**src/hdl/pmt_pkg.sv**
```systemverilog
`timescale 1ns / 1ps
// ----------------------------------------------------------------------------
// pmt_pkg
// Shared types, constants and helpers for the PS/2 mouse packet tracker.
// ----------------------------------------------------------------------------
package pmt_pkg;

    localparam int COORD_BITS   = 12;   // pointer register width, 9..16
    localparam int FIELD_BITS   = 12;   // reported position field width
    localparam int SIZE_BITS    = 13;   // screen size register width
    localparam int CFG_IDX_BITS = 1;
    localparam int CMP_BITS     = (COORD_BITS + 1 > SIZE_BITS) ? COORD_BITS + 1 : SIZE_BITS;

    localparam logic [CMP_BITS-1:0]  COORD_LIM    = CMP_BITS'(1) << COORD_BITS;
    localparam logic [SIZE_BITS-1:0] WIDTH_RESET  = SIZE_BITS'(640);
    localparam logic [SIZE_BITS-1:0] HEIGHT_RESET = SIZE_BITS'(480);
    localparam logic [7:0]           SYNC_BIT     = 8'h08;
    localparam logic [2:0]           BUTTON_MASK  = 3'h7;

    typedef enum logic [1:0] {
        OP_ARM,
        OP_BYTE,
        OP_READ,
        OP_NONE
    } op_t;

    typedef enum logic [CFG_IDX_BITS-1:0] {
        REG_SCREEN_WIDTH,
        REG_SCREEN_HEIGHT
    } reg_idx_t;

    typedef struct packed {
        op_t        operation;
        logic [7:0] data_byte;
    } item_t;

    typedef struct packed {
        logic [COORD_BITS-1:0] top;
        logic [COORD_BITS-1:0] centre;
    } axis_lim_t;

    // Largest legal coordinate and centre point for one screen axis.
    function automatic axis_lim_t axis_limits(input logic [SIZE_BITS-1:0] size);
        logic [CMP_BITS-1:0] wide;
        axis_lim_t           r;
        wide = CMP_BITS'(size);
        r    = '0;
        if (size == '0) begin
            r.top    = '0;
            r.centre = '0;
        end else if (wide > COORD_LIM) begin
            r.top                     = '1;
            r.centre                  = '0;
            r.centre[COORD_BITS-1]    = 1'b1;
        end else begin
            r.top    = COORD_BITS'(wide - CMP_BITS'(1));
            r.centre = COORD_BITS'(wide >> 1);
        end
        return r;
    endfunction

    // Apply a signed byte offset and clamp to 0..top.
    function automatic logic [COORD_BITS-1:0] clamp_step(
        input logic [COORD_BITS-1:0] cur,
        input logic [7:0]            delta,
        input logic                  negate,
        input logic [COORD_BITS-1:0] top
    );
        logic signed [COORD_BITS+1:0] base;
        logic signed [COORD_BITS+1:0] offs;
        logic signed [COORD_BITS+1:0] sum;
        logic signed [COORD_BITS+1:0] lim;
        base = signed'({2'b00, cur});
        offs = (COORD_BITS + 2)'(signed'(delta));
        lim  = signed'({2'b00, top});
        sum  = negate ? (base - offs) : (base + offs);
        if (sum < 0) begin
            return '0;
        end else if (sum > lim) begin
            return top;
        end
        return sum[COORD_BITS-1:0];
    endfunction

    // Report a coordinate in the fixed-width position field.
    function automatic logic [FIELD_BITS-1:0] to_field(input logic [COORD_BITS-1:0] c);
        logic [COORD_BITS+FIELD_BITS-1:0] t;
        t = (COORD_BITS + FIELD_BITS)'(c);
        return t[FIELD_BITS-1:0];
    endfunction

endpackage

```
**src/hdl/pmt_in_if.sv**
```systemverilog
`timescale 1ns / 1ps
// ----------------------------------------------------------------------------
// pmt_in_if
// Command channel: valid/ready handshake with operation and mouse byte.
// ----------------------------------------------------------------------------
interface pmt_in_if
    import pmt_pkg::*;
();
    logic       valid;
    logic       ready;
    logic [1:0] operation;
    logic [7:0] data_byte;

    modport source (output valid, output operation, output data_byte, input ready);
    modport sink   (input valid, input operation, input data_byte, output ready);
endinterface

```
**src/hdl/pmt_out_if.sv**
```systemverilog
`timescale 1ns / 1ps
// ----------------------------------------------------------------------------
// pmt_out_if
// Response channel: valid/ready handshake with pointer state.
// ----------------------------------------------------------------------------
interface pmt_out_if
    import pmt_pkg::*;
();
    logic                  valid;
    logic                  ready;
    logic [FIELD_BITS-1:0] pos_x;
    logic [FIELD_BITS-1:0] pos_y;
    logic [2:0]            button_bits;
    logic                  was_updated;

    modport source (output valid, output pos_x, output pos_y, output button_bits,
                    output was_updated, input ready);
    modport sink   (input valid, input pos_x, input pos_y, input button_bits,
                    input was_updated, output ready);
endinterface

```
**src/hdl/pmt_in_stage.sv**
```systemverilog
`timescale 1ns / 1ps
// ----------------------------------------------------------------------------
// pmt_in_stage
// Input register: capture one command word, hold it until the tracker takes it.
// ----------------------------------------------------------------------------
module pmt_in_stage
    import pmt_pkg::*;
(
    input  logic      clk,
    input  logic      rst_n,
    pmt_in_if.sink    cmd,
    output item_t     item,
    output logic      item_valid,
    input  logic      item_take
);

    logic  valid_reg;
    logic  valid_next;
    item_t item_reg;
    logic  accept;

    assign cmd.ready  = !valid_reg || item_take;
    assign accept     = cmd.valid && cmd.ready;
    assign valid_next = accept || (valid_reg && !item_take);

    always_ff @(posedge clk or negedge rst_n)
    begin
        if (!rst_n)
        begin
            valid_reg <= 1'b0;
        end
        else
        begin
            valid_reg <= valid_next;
        end
    end

    always_ff @(posedge clk)
    begin
        if (accept)
        begin
            item_reg.operation <= op_t'(cmd.operation);
            item_reg.data_byte <= cmd.data_byte;
        end
    end

    assign item       = item_reg;
    assign item_valid = valid_reg;

endmodule

```
**src/hdl/pmt_tracker.sv**
```systemverilog
`timescale 1ns / 1ps
// ----------------------------------------------------------------------------
// pmt_tracker
// Packet assembly, clamped pointer update and registered read response.
// ----------------------------------------------------------------------------
module pmt_tracker
    import pmt_pkg::*;
(
    input  logic                 clk,
    input  logic                 rst_n,
    input  item_t                item,
    input  logic                 item_valid,
    output logic                 item_take,
    input  logic [SIZE_BITS-1:0] screen_width,
    input  logic [SIZE_BITS-1:0] screen_height,
    pmt_out_if.source            rsp
);

    logic                  armed_reg,       armed_next;
    logic [1:0]            byte_count_reg,  byte_count_next;
    logic [COORD_BITS-1:0] cursor_x_reg,    cursor_x_next;
    logic [COORD_BITS-1:0] cursor_y_reg,    cursor_y_next;
    logic [2:0]            buttons_reg,     buttons_next;
    logic                  update_flag_reg, update_flag_next;
    logic                  out_valid_reg,   out_valid_next;
    logic [2:0]            first_btn_reg;
    logic [7:0]            dx_byte_reg;
    logic [FIELD_BITS-1:0] pos_x_reg;
    logic [FIELD_BITS-1:0] pos_y_reg;
    logic [2:0]            btn_out_reg;
    logic                  upd_out_reg;

    axis_lim_t lim_x;
    axis_lim_t lim_y;
    logic      is_read;
    logic      load_first;
    logic      load_dx;

    assign lim_x     = axis_limits(screen_width);
    assign lim_y     = axis_limits(screen_height);
    assign is_read   = (item.operation == OP_READ);
    // A read needs a free result slot; everything else only touches state.
    assign item_take = item_valid && (!is_read || !out_valid_reg || rsp.ready);

    always_comb
    begin
        armed_next       = armed_reg;
        byte_count_next  = byte_count_reg;
        cursor_x_next    = cursor_x_reg;
        cursor_y_next    = cursor_y_reg;
        buttons_next     = buttons_reg;
        update_flag_next = update_flag_reg;
        load_first       = 1'b0;
        load_dx          = 1'b0;
        if (item_take)
        begin
            unique case (item.operation)
                OP_ARM:
                begin
                    cursor_x_next   = lim_x.centre;
                    cursor_y_next   = lim_y.centre;
                    buttons_next    = '0;
                    byte_count_next = 2'd0;
                    armed_next      = 1'b1;
                end
                OP_BYTE:
                begin
                    if (armed_reg)
                    begin
                        priority case (byte_count_reg)
                            2'd0:
                            begin
                                if ((item.data_byte & SYNC_BIT) != 8'h00)
                                begin
                                    load_first      = 1'b1;
                                    byte_count_next = 2'd1;
                                end
                            end
                            2'd1:
                            begin
                                load_dx         = 1'b1;
                                byte_count_next = 2'd2;
                            end
                            default:
                            begin
                                cursor_x_next    = clamp_step(cursor_x_reg, dx_byte_reg,
                                                              1'b0, lim_x.top);
                                cursor_y_next    = clamp_step(cursor_y_reg, item.data_byte,
                                                              1'b1, lim_y.top);
                                buttons_next     = first_btn_reg & BUTTON_MASK;
                                update_flag_next = 1'b1;
                                byte_count_next  = 2'd0;
                            end
                        endcase
                    end
                end
                OP_READ:
                begin
                    update_flag_next = 1'b0;
                end
                default:
                begin
                end
            endcase
        end
    end

    assign out_valid_next = (out_valid_reg && !rsp.ready) || (item_take && is_read);

    always_ff @(posedge clk or negedge rst_n)
    begin
        if (!rst_n)
        begin
            armed_reg       <= 1'b0;
            byte_count_reg  <= 2'd0;
            cursor_x_reg    <= '0;
            cursor_y_reg    <= '0;
            buttons_reg     <= '0;
            update_flag_reg <= 1'b0;
            out_valid_reg   <= 1'b0;
        end
        else
        begin
            armed_reg       <= armed_next;
            byte_count_reg  <= byte_count_next;
            cursor_x_reg    <= cursor_x_next;
            cursor_y_reg    <= cursor_y_next;
            buttons_reg     <= buttons_next;
            update_flag_reg <= update_flag_next;
            out_valid_reg   <= out_valid_next;
        end
    end

    always_ff @(posedge clk)
    begin
        if (load_first)
        begin
            first_btn_reg <= item.data_byte[2:0];
        end
        if (load_dx)
        begin
            dx_byte_reg <= item.data_byte;
        end
        if (item_take && is_read)
        begin
            pos_x_reg   <= to_field(cursor_x_reg);
            pos_y_reg   <= to_field(cursor_y_reg);
            btn_out_reg <= buttons_reg;
            upd_out_reg <= update_flag_reg;
        end
    end

    assign rsp.valid       = out_valid_reg;
    assign rsp.pos_x       = pos_x_reg;
    assign rsp.pos_y       = pos_y_reg;
    assign rsp.button_bits = btn_out_reg;
    assign rsp.was_updated = upd_out_reg;

    a_count_range: assert property (@(posedge clk) disable iff (!rst_n)
        byte_count_reg != 2'd3)
        else $error("byte count out of range");

    a_idle_count: assert property (@(posedge clk) disable iff (!rst_n)
        !armed_reg |-> byte_count_reg == 2'd0)
        else $error("packet in progress while disarmed");

    a_read_clears: assert property (@(posedge clk) disable iff (!rst_n)
        (item_take && is_read) |=> (!update_flag_reg && out_valid_reg))
        else $error("read did not clear flag or post response");

    a_resp_held: assert property (@(posedge clk) disable iff (!rst_n)
        (out_valid_reg && !rsp.ready) |=> (out_valid_reg && $stable(pos_x_reg)))
        else $error("stalled response lost");

endmodule

```
**src/hdl/ps2_mouse_packet_tracker.sv**
```systemverilog
`timescale 1ns / 1ps
// ----------------------------------------------------------------------------
// ps2_mouse_packet_tracker
// Follows a PS/2 three-byte mouse stream and keeps a clamped pointer.
// ----------------------------------------------------------------------------
// Usage:
//   cmd carries one word per operation: arm (center pointer, clear packet,
//   enable), byte (one byte from the mouse) or read (report state). Only a
//   read produces a word on rsp: position, buttons and the updated flag,
//   which the read then clears. Code 3 is accepted and does nothing.
//   A packet starts with a byte that has bit 3 set; other leading bytes are
//   dropped. The third byte moves the pointer, clamped to the screen.
// Configuration:
//   cfg_write/cfg_index/cfg_data write screen_width (0) or screen_height (1);
//   write only while no command is in flight.
// Timing:
//   One word per cycle is accepted unless a read is held by a stalled rsp.
//   A command is held in the input register and executed there; a read
//   response appears on rsp in the cycle after the read is executed.
// Reset and stall:
//   Reset disarms the block, zeroes pointer, buttons and flag, and loads the
//   default screen size of 640 by 480. While rsp is stalled, non-read words
//   keep flowing; a second read waits in the input register until the
//   pending response is taken.
// ----------------------------------------------------------------------------
module ps2_mouse_packet_tracker
    import pmt_pkg::*;
(
    input  logic                    clk,
    input  logic                    rst_n,
    input  logic                    cfg_write,
    input  logic [CFG_IDX_BITS-1:0] cfg_index,
    input  logic [SIZE_BITS-1:0]    cfg_data,
    pmt_in_if.sink                  cmd,
    pmt_out_if.source               rsp
);

    logic [SIZE_BITS-1:0] width_reg;
    logic [SIZE_BITS-1:0] height_reg;
    item_t                item;
    logic                 item_valid;
    logic                 item_take;

    // Hold the screen size registers; update on a configuration write.
    always_ff @(posedge clk or negedge rst_n)
    begin
        if (!rst_n)
        begin
            width_reg  <= WIDTH_RESET;
            height_reg <= HEIGHT_RESET;
        end
        else if (cfg_write)
        begin
            unique case (reg_idx_t'(cfg_index))
                REG_SCREEN_WIDTH:  width_reg  <= cfg_data;
                REG_SCREEN_HEIGHT: height_reg <= cfg_data;
                default:
                begin
                end
            endcase
        end
    end

    // Capture the command word.
    pmt_in_stage u_in_stage (
        .clk        (clk),
        .rst_n      (rst_n),
        .cmd        (cmd),
        .item       (item),
        .item_valid (item_valid),
        .item_take  (item_take)
    );

    // Execute it and register any read response.
    pmt_tracker u_tracker (
        .clk           (clk),
        .rst_n         (rst_n),
        .item          (item),
        .item_valid    (item_valid),
        .item_take     (item_take),
        .screen_width  (width_reg),
        .screen_height (height_reg),
        .rsp           (rsp)
    );

endmodule
```
**src/flat_wrapper.sv**
```systemverilog
// flat-port wrapper written by rule: the top's interface ports become plain ports
module ps2_mouse_packet_tracker_flat import pmt_pkg::*;
  (clk, rst_n, cfg_write, cfg_index, cfg_data, cmd_valid, cmd_operation, cmd_data_byte, cmd_ready, rsp_valid, rsp_pos_x, rsp_pos_y, rsp_button_bits, rsp_was_updated, rsp_ready);
  pmt_in_if cmd_i ();
  pmt_out_if rsp_i ();
  input  logic clk;
  input  logic rst_n;
  input  logic cfg_write;
  input  logic [CFG_IDX_BITS-1:0] cfg_index;
  input  logic [SIZE_BITS-1:0] cfg_data;
  input wire logic [$bits(cmd_i.valid)-1:0] cmd_valid;
  input wire logic [$bits(cmd_i.operation)-1:0] cmd_operation;
  input wire logic [$bits(cmd_i.data_byte)-1:0] cmd_data_byte;
  output wire logic [$bits(cmd_i.ready)-1:0] cmd_ready;
  output wire logic [$bits(rsp_i.valid)-1:0] rsp_valid;
  output wire logic [$bits(rsp_i.pos_x)-1:0] rsp_pos_x;
  output wire logic [$bits(rsp_i.pos_y)-1:0] rsp_pos_y;
  output wire logic [$bits(rsp_i.button_bits)-1:0] rsp_button_bits;
  output wire logic [$bits(rsp_i.was_updated)-1:0] rsp_was_updated;
  input wire logic [$bits(rsp_i.ready)-1:0] rsp_ready;
  assign cmd_i.valid = cmd_valid;
  assign cmd_i.operation = cmd_operation;
  assign cmd_i.data_byte = cmd_data_byte;
  assign cmd_ready = cmd_i.ready;
  assign rsp_valid = rsp_i.valid;
  assign rsp_pos_x = rsp_i.pos_x;
  assign rsp_pos_y = rsp_i.pos_y;
  assign rsp_button_bits = rsp_i.button_bits;
  assign rsp_was_updated = rsp_i.was_updated;
  assign rsp_i.ready = rsp_ready;
  ps2_mouse_packet_tracker u_core (.clk(clk), .rst_n(rst_n), .cfg_write(cfg_write), .cfg_index(cfg_index), .cfg_data(cfg_data), .cmd(cmd_i), .rsp(rsp_i));
endmodule
```
**config.mk**
```make
export PLATFORM = sky130hd
export DESIGN_NAME = ps2_mouse_packet_tracker_flat
export DESIGN_NICKNAME = d
export VERILOG_FILES = /design/src/hdl/pmt_pkg.sv /design/src/hdl/pmt_in_if.sv /design/src/hdl/pmt_out_if.sv /design/src/hdl/pmt_in_stage.sv /design/src/hdl/pmt_tracker.sv /design/src/hdl/ps2_mouse_packet_tracker.sv /design/src/flat_wrapper.sv
export SDC_FILE = /design/constraint.sdc
export NUM_CORES = 1
export LEC_CHECK = 0
export ABC_AREA = 1
export CAP_MARGIN = 40
export CORE_UTILIZATION = 55
export DETAILED_ROUTE_END_ITERATION = 6
export DONT_BUFFER_PORTS = 1
export GPL_TIMING_DRIVEN = 0
export HOLD_SLACK_MARGIN = 0.08
export PLACE_DENSITY = 0.7
export SLEW_MARGIN = 20
export SYNTH_ARGS = -nofsm -noshare
export SYNTH_HDL_FRONTEND = slang
export SYNTH_SLANG_ARGS = --single-unit
export TNS_END_PERCENT = 5
```
**constraint.sdc**
```tcl
create_clock -name clk -period 7.45 [get_ports clk]
set_input_delay 1.49 -clock clk [delete_from_list [all_inputs] [get_ports clk]]
set_output_delay 1.49 -clock clk [all_outputs]
set_load 0.01 [all_outputs]
```
==> results of run 1 <==
-- worst max-delay path, cell delays in order (launching register included) --
cell	delay (ns)
edfxtp_1	0.45
inv_1	0.07
ha_1	0.34
nand2_1	0.08
nand2_1	0.07
o21bai_1	0.18
nand2_1	0.07
nand2_1	0.10
a31o_2	0.23
xnor2_1	0.25
inv_1	0.10
ha_1	0.32
nand2_1	0.09
inv_1	0.04
nand2_1	0.06
nand2_1	0.05
a21oi_1	0.12
nand2_1	0.06
nand2_1	0.05
nand2_1	0.05
nand2_2	0.10
nand2_2	0.08
buf_6	0.15
nand2_1	0.08
nand3_2	0.07
a21oi_2	0.18
-- per-layer routing --
layer	share of wire, %	vias to the layer above	global-route usage (%)
met2	44	192	41.9
met4	1.6	0	6.57
met1	47	2815	38.0
met5	0	-	0
li1	-	3067	-
met3	6.9	30	7.00
-- cells in the mapped netlist, types with 5 or more instances --
| master | n |
|---|---|
| a21oi_2 | 15 |
| xor2_1 | 13 |
| nand3_1 | 71 |
| nor2_1 | 77 |
| dfrtp_1 | 53 |
| o21ai_0 | 64 |
| inv_2 | 5 |
| clkbuf_1 | 8 |
| dfstp_2 | 6 |
| nand3_2 | 24 |
| nor2_2 | 7 |
| a31oi_1 | 6 |
| a21oi_1 | 52 |
| nand4_1 | 5 |
| xnor2_1 | 7 |
| nand2_1 | 204 |
| nand2_2 | 9 |
| inv_1 | 149 |
| nor3_1 | 12 |
| buf_6 | 6 |
| edfxtp_1 | 49 |
| ha_1 | 52 |
-- cell type report --
type / count / area [µm²]
multi-input combinational: 648 / 3760
sequential: 108 / 2960
timing repair buffer: 1 / 15.0
buffer: 20 / 139
clock inverter: 7 / 103
fill: 1226 / 5240
clock buffer: 9 / 225
tap: 176 / 220
inverter: 156 / 591
-- cells by family after synthesis --
logic type / after synthesis / synth area share [%]
AO/OA/AOI/OAI: 150 / 11.7
AND/OR/NAND/NOR: 424 / 27.2
flip-flops: 108 / 39.7
XOR/XNOR: 20 / 2.35
buffers and inverters: 176 / 9.80
adder cells (fa/ha/maj): 54 / 9.28
-- worst paths after layout --
| check | to | slack (ns) | cells after the start |
|---|---|---|---|
| max | u_core.u_tracker.cursor_y_reg[4] | 3.90 | 25 |
| min | u_core.u_tracker.rsp.button_bits[0] | 0.47 | 0 |
| max reg2reg | u_core.u_tracker.cursor_y_reg[4] | 3.90 | 25 |
| min reg2reg | u_core.u_tracker.rsp.button_bits[0] | 0.47 | 0 |
| max in group asynchronous | u_core.height_reg[7] | 6.44 | 0 |
| min in group asynchronous | u_core.u_tracker.cursor_x_reg[11] | 0.80 | 0 |
-- stage by stage --
step | cells | utilization, % | total power [W]
finish | 1125 | 60.4 | 0.00239
global route | 1125 | 60.4 | 0.00257
CTS | 1125 | 60.4 | 0.00239
detailed placement | 1109 | 58.0 | 0.00186
global placement | 1108 | 57.9 | 0.00183
floorplan | 932 | - | 0.00162
-- cell usage in the layout (no fill, tap or decap), drive strengths merged, types with 2 or more instances in the layout --
master	netlist	routed
a21oi	68	68
nor4	2	2
ha	52	52
clkinv	1	3
a31o	2	2
buf	10	11
nand3b	2	2
dfrtp	53	53
clkbuf	10	19
xor2	13	13
inv	155	159
edfxtp	49	49
nand2	218	218
a31oi	7	7
nand4	5	5
nor2	87	87
nand3	96	96
fa	2	2
xnor2	7	7
nor3	12	12
dfstp	6	6
o21ai	67	67
-- power groups by stage --
stage / Clock (W) / Sequential, W / Combinational, W
final: 0.000528 / 0.000799 / 0.00106
after global routing: 0.000558 / 0.000807 / 0.00121
after CTS: 0.000536 / 0.000797 / 0.00106
after detailed placement: 0 / 0.000809 / 0.00105
after global placement: 0 / 0.000806 / 0.00103
after floorplan: 0 / 0.000774 / 0.000846
==> key figures, run 1 <==
Route
  – Remaining routing DRC violations: 0
  – DRT iter0 DRCs: 457
  – Vias per std cell: 5.43
  – Final WL: 17.9 mm
  – WL per Instance: 15.9 µm
  – Vias: 6,104
  – Antenna-violating nets left: 0
  – Drt first pass iters: 5

Floorplan
  – Initial Util: 56.2%
  – IO Count: 59
  – Die X: 118 µm
  – DIE HEIGHT: 118 µm
  – # rows: 42
  – Die area: 14,000 µm²
  – Core ar.: 13,200 µm²

Power and ir drop
  – Leakage: 3.94 nW
  – VDD IR max: 0.147 mV
  – Comb pwr share: 44.5%
  – P per Cell Area: 299 nW/µm²
  – Sw Ratio: 42.5%
  – Seq pwr share: 33.4%
  – Switching pwr: 0.00102 W
  – Internal power: 0.00137 W
  – Clock Power Share: 22.1%

STA
  – Worst Tran Pin Value: 0.620 ns
  – RSZ-0062 raised after global routing: no
  – Slew Viols, Final: 0
  – Final min period: 3.55 ns
  – TNS Setup: 0 ns
  – Final Cycle Share: 47.7%
  – Max_slew headroom: 58.5%
  – Setup ws final: 3.90 ns
  – Hold_ws: 0.471 ns
  – Final setup fails: 0
  – Final Hold Fails: 0
  – Fmax: 0.282 GHz
  – Worst Skew: 0.00671 ns

Worst setup path
  – Worst Setup SP: u_core.u_in_stage.item[2]
  – Reg2reg start: u_core.u_in_stage.item[2]
  – CP max FO: 10
  – CP required: 7.74 ns
  – Crit end category: register
  – Setup Crit Path Kind: register to register
  – Crit path arrival time: 3.84 ns
  – Startpoint Class: register

Global routing
  – Number of global-route vias before repair: 5,753
  – Maximum number of pins on one net before global-route repair: 60
  – First-pass GRT wire length: 29.3 mm
  – Initial antenna violation count: 0
  – Grt total ovfl: 0
  – Gr usage total: 27.1%

Clock network
  – Hold_buf cts: 0
  – Root Buffer Master: clkbuf_16
  – CTS resizes: 0
  – CTS tree: done
  – Clock-pin transition on the worst setup and hold timing paths: 0.08 ns
  – Total CTS buffers: 9
  – Max clock buf depth: 2
  – Worst-Skew Late Latency: 0.37 ns
  – Setup Buffers After CTS: 0
  – CTS H-Tree Depth: 3
  – Clk sinks: 108

Synth
  – Top cells by area, synth: edfxtp_1 20%, dfrtp_1 18%, nand2_1 10%
  – Synthesized area: 7440 µm²
  – Flops & latches, synth: 108
  – Yosys top cell by area: edfxtp_1
  – Register area share after synthesis: 39.7%
  – Mapped Avg Cell Area: 7.98 µm²
  – FFs w/ async S/R, synth: 54.6%
  – Cells after Synth: 932
  – Yosys warns: 0
  – Synth cell types: 48
  – Top cell type's share of synthesized area: 19.8%
  – Post-synth EDFFs: 49
  – Synthesized net count: 1,015
  – Post-synth top flop: dfrtp_1

Final layout
  – Antenna cells: 0
  – Final Net Count: 1,027
  – Final Cell Area: 8000 µm²
  – Area growth, synth to finish: 7.57%
  – Share of cells above drive strength 1: 12.0%

Min path
  – HP Class: register to register
  – Hold path startpoint: u_core.u_tracker.buttons_reg[0]

Placed design
  – PortBufs: 0
  – Post-DP HPWL: 14.0 mm
  – Pre-CTS WS: 3.91 ns
  – Area after DPL: 7680 µm²
  – GPL Wtd Cong: 0.905

Run
  – Max cap viols: 0

Status
  – Outcome: finished clean
Note: power is estimated with default switching activity, not from simulation.
==> run 2, diff against run 1 <==
==> constraint.sdc (replaced) <==
create_clock -name clk -period 3.3 [get_ports clk]
set_input_delay 0.66 -clock clk [delete_from_list [all_inputs] [get_ports clk]]
set_output_delay 0.66 -clock clk [all_outputs]
set_load 0.01 [all_outputs]
==> run 2 against run 1 <==
Effect of this change: critical path depth fell by 4; critical endpoint is now u_core.u_tracker.cursor_y_reg[5]; clock power up 130%; cell count rose by 4.5%; die area did not move; the run now ends with negative setup slack left; non-clock buffer count up 51; utilization grew 8.4 points; critical path type unchanged.
==> key figures, run 2 (synthesis gave the netlist of run 1 again) <==
Status
  – Outcome: complete, but fails checks
  – Failing checks: negative setup slack

Clock network
  – Root Buffer Master: clkbuf_16
  – Clock-pin transition on the worst setup and hold timing paths: 0.08 ns
  – Total CTS buffers: 9
  – Worst-Skew Late Latency: 0.37 ns
  – Max clock buf depth: 2
  – CTS tree: done
  – Clk sinks: 108
  – CTS H-Tree Depth: 3

STA
  – TNS Setup: -0.349 ns
  – Worst Tran Pin Value: 0.704 ns
  – Setup ws final: -0.0664 ns
  – Worst Skew: 0.00665 ns
  – Fmax: 0.297 GHz
  – Hold_ws: 0.127 ns
  – Final Cycle Share: 102%
  – Final min period: 3.37 ns
  – RSZ-0062 raised after global routing: yes
  – Final setup fails: 11
  – Final Hold Fails: 0
  – Slew Viols, Final: 0
  – Max_slew headroom: 52.9%

Placed design
  – GPL Wtd Cong: 0.905
  – Area after DPL: 7680 µm²
  – DP Cell Count: 1,109
  – Post-DP HPWL: 14.0 mm
  – PortBufs: 0

Final layout
  – Area growth, synth to finish: 22.5%
  – Multi-input gate area: 4410 µm²
  – Final Cell Area: 9120 µm²
  – Share of cells above drive strength 1: 27.8%
  – Final Util: 68.9%
  – Final Net Count: 1,078
  – Commonest non-fill, non-tap cell in the layout: nand2_1
  – Most frequent cells in the layout: 183 x nand2_1, 137 x inv_1, 67 x nor2_1
  – Antenna cells: 0
  – FF/Latch Area: 2960 µm²
  – Finished Layout Cells: 1,176
  – Fillcell total: 1,053

Global routing
  – Maximum number of pins on one net before global-route repair: 54
  – Grt total ovfl: 0
  – Gr usage total: 28.1%
  – First-pass GRT wire length: 30.2 mm
  – Initial antenna violation count: 0
  – Number of global-route vias before repair: 5,913

Power and ir drop
  – VDD IR max: 0.401 mV
  – Leakage: 4.27 nW
  – P per Cell Area: 709 nW/µm²

Floorplan
  – Die X: 118 µm
  – Die area: 14,000 µm²
  – IO Count: 59
  – Initial Util: 56.2%
  – DIE HEIGHT: 118 µm
  – # rows: 42
  – Core ar.: 13,200 µm²

Worst setup path
  – Reg2reg start: u_core.u_in_stage.item[5]
  – Worst Setup SP: u_core.u_in_stage.item[5]
  – Crit end category: register
  – CP required: 3.60 ns
  – Startpoint Class: register
  – CP max FO: 5
  – R2R depth: 21
  – Setup Crit Path Kind: register to register
  – Crit path arrival time: 3.67 ns

Route
  – Vias per std cell: 5.69
  – Antenna-violating nets left: 0
  – DRT iter0 DRCs: 640
  – WL per Instance: 17.8 µm
  – Drt first pass iters: 5
  – Final WL: 21.0 mm
  – Remaining routing DRC violations: 0
  – Vias: 6,688

Run
  – Max cap viols: 0

Min path
  – HP Class: primary input to async pin
[run 2: cell count changes in the layout (fill, tap and decap cells not counted), sizes merged]
cell      change
clkbuf        +1
buf          +50
inv           -1
clkinvlp      +1
[run 2: through the flow]
stage | power [W] | setup slack (ns)
floorplan | 0.00366 | 0.243
global placement | 0.00414 | -0.150
detailed placement | 0.00420 | -0.211
CTS | 0.00562 | 0.00542
global route | 0.00685 | -0.209
finish | 0.00646 | -0.0664
[run 2: power breakdown]
part	leakage (nW)	total [W]	internal [W]	switching, W
Sequential	1.15	0.00183	0.00160	0.000221
Combinational	2.96	0.00344	0.00146	0.00198
Clock	0.160	0.00120	0.000619	0.000578
[run 2: area by class of cell]
type	count	share of cell area, %
sequential	108	32.5
buffer	20	1.62
timing repair buffer	52	4.98
tap	176	2.41
multi-input combinational	648	48.4
clock inverter	7	1.13
inverter	156	6.54
clock buffer	9	2.47
[run 2: metal layers]
layer | part of all wire (%) | vias to the layer above | track usage, %
li1 | - | 3160 | -
met1 | 44 | 3178 | 38.7
met2 | 46 | 300 | 43.6
met3 | 7.6 | 50 | 6.90
met4 | 2.4 | 0 | 8.41
met5 | 0 | - | 0
[run 2: what timing repair did]
item                                   in CTS  in global routing
pin swaps                                  10                 56
setup endpoints to repair                  24                 24
buffers inserted                           12                 35
gates resized for setup                    37                121
endpoints found under the hold margin      53                  0
cloned                                      0                  3
hold buffers                                1                  0
[run 2: critical path, stage by stage, from the launching register on]
cell and delay (ns):
edfxtp_1 0.42, inv_1 0.10, ha_4 0.35, nand2_1 0.12, o21ai_1 0.20, a21oi_2 0.07, o21ai_1 0.20, nand2_1 0.14
nand2_1 0.11, nand2_1 0.08, nand2_2 0.10, inv_1 0.06, ha_1 0.30, nand4_1 0.10, nor3_1 0.16, nand3_1 0.11
nand2_2 0.13, nand2_4 0.07, buf_4 0.17, nand2_1 0.08, nand3_2 0.08, a21oi_2 0.13
[run 2: worst paths after layout]
path,endpoint,slack (ns)
max in group asynchronous,u_core.u_tracker.cursor_x_reg[0],2.90
min,u_core.width_reg[9],0.13
max,u_core.u_tracker.cursor_y_reg[5],-0.07
max reg2reg,u_core.u_tracker.cursor_y_reg[5],-0.07
min in group clk,u_core.u_in_stage.item[6],0.38
min reg2reg,u_core.u_tracker.rsp.button_bits[1],0.47
==> run 3, diff against run 2 <==
--- a/config.mk
+++ b/config.mk
@@ -13,6 +13,7 @@
 export GPL_TIMING_DRIVEN = 0
 export HOLD_SLACK_MARGIN = 0.08
 export PLACE_DENSITY = 0.7
+export REMOVE_ABC_BUFFERS = 1
 export SLEW_MARGIN = 20
 export SYNTH_ARGS = -nofsm -noshare
 export SYNTH_HDL_FRONTEND = slang
==> run 3 against run 2 <==
Effect of this change: the flow still finishes with violations (negative setup slack); global-route usage fell by 0.97 points; fmax rose by 0.53%; sequential share of layout area rose by 0.71 points; clock power fell by 7%; die area did not move; clock-buffer cell count did not move; sequential cell count did not move; via count fell by 4.3%; critical endpoint is now u_core.u_tracker.cursor_x_reg[8].
==> key figures, run 3 (synthesis gave the netlist of run 1 again) <==
Status
  – Outcome: complete, but fails checks
  – Failing checks: negative setup slack

Worst setup path
  – Startpoint Class: register
  – CP max stage cell: edfxtp_1
  – Crit path depth: 20
  – Crit path capture: u_core.u_tracker.cursor_x_reg[8]
  – CP max FO: 5
  – Worst path cell trace: buf_6, ha_4, nand2_4, inv_2, a21oi_4, nand3_2, a21oi_2, xor2_1, inv_1, ha_4, nand2_4, nor2_2, nand3_1, nor2_2, nand3b_4, nand2_8, buf_6, nand3_1, nand3_2, a21oi_2
  – Crit path arrival time: 3.61 ns
  – R2r endpoint: u_core.u_tracker.cursor_x_reg[8]
  – Setup Crit Path Kind: register to register
  – FF-to-FF setup slack: -0.05 ns
  – Reg2reg start: u_core.u_tracker.dx_byte_reg[7]
  – Critical Path Max Stage Delay: 0.50 ns
  – R2R depth: 20
  – Crit end category: register
  – Worst Setup SP: u_core.u_tracker.dx_byte_reg[7]
  – WP buf/inv: 4
  – CP required: 3.56 ns
  – Top delay family on crit path: simple AND/OR/NAND/NOR gates

Final layout
  – FF/Latch Area: 2960 µm²
  – Multi-input gate area: 4460 µm²
  – Final Net Count: 1,046
  – Antenna cells: 0
  – Final Cell Area: 8910 µm²
  – Commonest non-fill, non-tap cell in the layout: nand2_1
  – Most frequent cells in the layout: 180 x nand2_1, 137 x inv_1, 65 x nor2_1
  – Share of cells above drive strength 1: 26.1%
  – Fillcell total: 1,035
  – Area growth, synth to finish: 19.8%

Global routing
  – Initial antenna violation count: 0
  – Gr usage total: 27.1%
  – Grt total ovfl: 0
  – Maximum number of pins on one net before global-route repair: 54
  – First-pass GRT wire length: 29.3 mm
  – Number of global-route vias before repair: 5,697

Route
  – WL per Instance: 17.2 µm
  – Remaining routing DRC violations: 0
  – Vias: 6,402
  – Drt first pass iters: 5
  – DRT iter0 DRCs: 543
  – Antenna-violating nets left: 0
  – Vias per std cell: 5.60
  – Final WL: 19.7 mm

Placed design
  – Pre-CTS WS: -0.408 ns
  – GPL Wtd Cong: 0.889
  – Post-DP HPWL: 12.8 mm
  – Area after DPL: 7600 µm²
  – PortBufs: 0

Clock network
  – CTS H-Tree Depth: 3
  – Root Buffer Master: clkbuf_16
  – Total CTS buffers: 9
  – Clk sinks: 108
  – Worst-Skew Late Latency: 0.37 ns
  – Clock-pin transition on the worst setup and hold timing paths: 0.08 ns
  – CTS tree: done
  – Max clock buf depth: 2

Power and ir drop
  – P per Cell Area: 709 nW/µm²
  – VDD IR max: 0.473 mV
  – Sw Ratio: 44.2%
  – Internal power: 0.00353 W
  – Leakage: 4.14 nW
  – Seq pwr share: 28.8%
  – Switching pwr: 0.00279 W
  – Comb pwr share: 53.7%
  – Clock Power Share: 17.5%

Floorplan
  – Die X: 118 µm
  – Die area: 14,000 µm²
  – Initial Util: 56.2%
  – Core ar.: 13,200 µm²
  – IO Count: 59
  – # rows: 42
  – DIE HEIGHT: 118 µm

STA
  – Slew Viols, Final: 0
  – Worst Skew: 0.00922 ns
  – Fmax: 0.299 GHz
  – Final setup fails: 12
  – Final Cycle Share: 101%
  – Final Hold Fails: 0
  – Max_slew headroom: 53.1%
  – Final min period: 3.35 ns
  – Setup ws final: -0.0486 ns
  – RSZ-0062 raised after global routing: yes
  – Worst Tran Pin Value: 0.701 ns

Min path
  – HP Class: primary input to async pin

Run
  – Max cap viols: 0
run 3: cell count changes in the layout (fill, tap and decap cells not counted), sizes merged:
| cell | before | now |
|---|---|---|
| buf | 61 | 38 |
| nand2 | 218 | 220 |
| bufinv | 1 | 0 |
| clkinv | 3 | 4 |
| clkbuf | 20 | 9 |
run 3: per-layer routing:
metal  global-route usage [%]  share of wire, %  vias to the layer above
met1                     38.2                44                     3047
li1                         -                 -                     3113
met5                        0                 0                        -
met3                     4.63               5.4                       35
met4                     7.21               2.1                        0
met2                     43.1                49                      207
run 3: what timing repair did:
action,CTS,global route
endpoints found under the hold margin,53,0
endpoints found under the setup margin,24,24
gates resized for setup,18,132
hold buffers,1,0
buffers inserted,8,24
cloned,0,2
pin swaps,1,55
run 3: worst reg2reg max path: stages (launching register included):
cell and delay, ns:
edfxtp_1 0.50, buf_6 0.18, ha_4 0.26, nand2_4 0.09, inv_2 0.05, a21oi_4 0.15
nand3_2 0.10, a21oi_2 0.17, xor2_1 0.28, inv_1 0.12, ha_4 0.30, nand2_4 0.06
nor2_2 0.09, nand3_1 0.10, nor2_2 0.17, nand3b_4 0.12, nand2_8 0.14, buf_6 0.12
nand3_1 0.09, nand3_2 0.10, a21oi_2 0.05
run 3: layout make-up:
cell class | instances | share of cell area, %
well taps | 176 | 2.47
clock buffers | 9 | 2.53
clock inverters | 7 | 0.871
repair buffers | 38 | 4.28
flip-flops and latches | 108 | 33.2
multi-input cells | 650 | 50.1
inverters | 156 | 6.63
run 3: how the worst min path moves through the flow:
stage,startpoint,endpoint,slack (ns)
after floorplan,rst_n,u_core.height_reg[0],0.36
after global placement,rst_n,u_core.u_tracker.rsp.valid,0.37
after global routing,rst_n,u_core.height_reg[7],0.11
final,rst_n,u_core.height_reg[7],0.13
after CTS,rst_n,u_core.width_reg[7],0.11
after detailed placement,rst_n,u_core.u_tracker.rsp.valid,0.37
run 3: power groups by stage:
stage	Sequential (W)	Combinational, W	Clock, W
after CTS	0.00180	0.00246	0.00112
after floorplan	0.00175	0.00182	0
final	0.00182	0.00339	0.00111
after detailed placement	0.00182	0.00227	0
after global placement	0.00182	0.00222	0
after global routing	0.00184	0.00370	0.00116
run 3: stage by stage:
stage          setup TNS, ns  hold WS [ns]  util, %  cells  power [W]
3_3_place_gp          -75.32         0.365     56.8   1088    0.00404
3_5_place_dp           -7.41         0.365     57.4   1092    0.00409
2_1_floorplan          -1.15         0.364        -    912    0.00357
6_report              -0.311         0.131     67.3   1144    0.00632
4_1_cts                    0         0.113     61.1   1117    0.00539
5_1_grt                -3.97         0.113     67.3   1144    0.00670
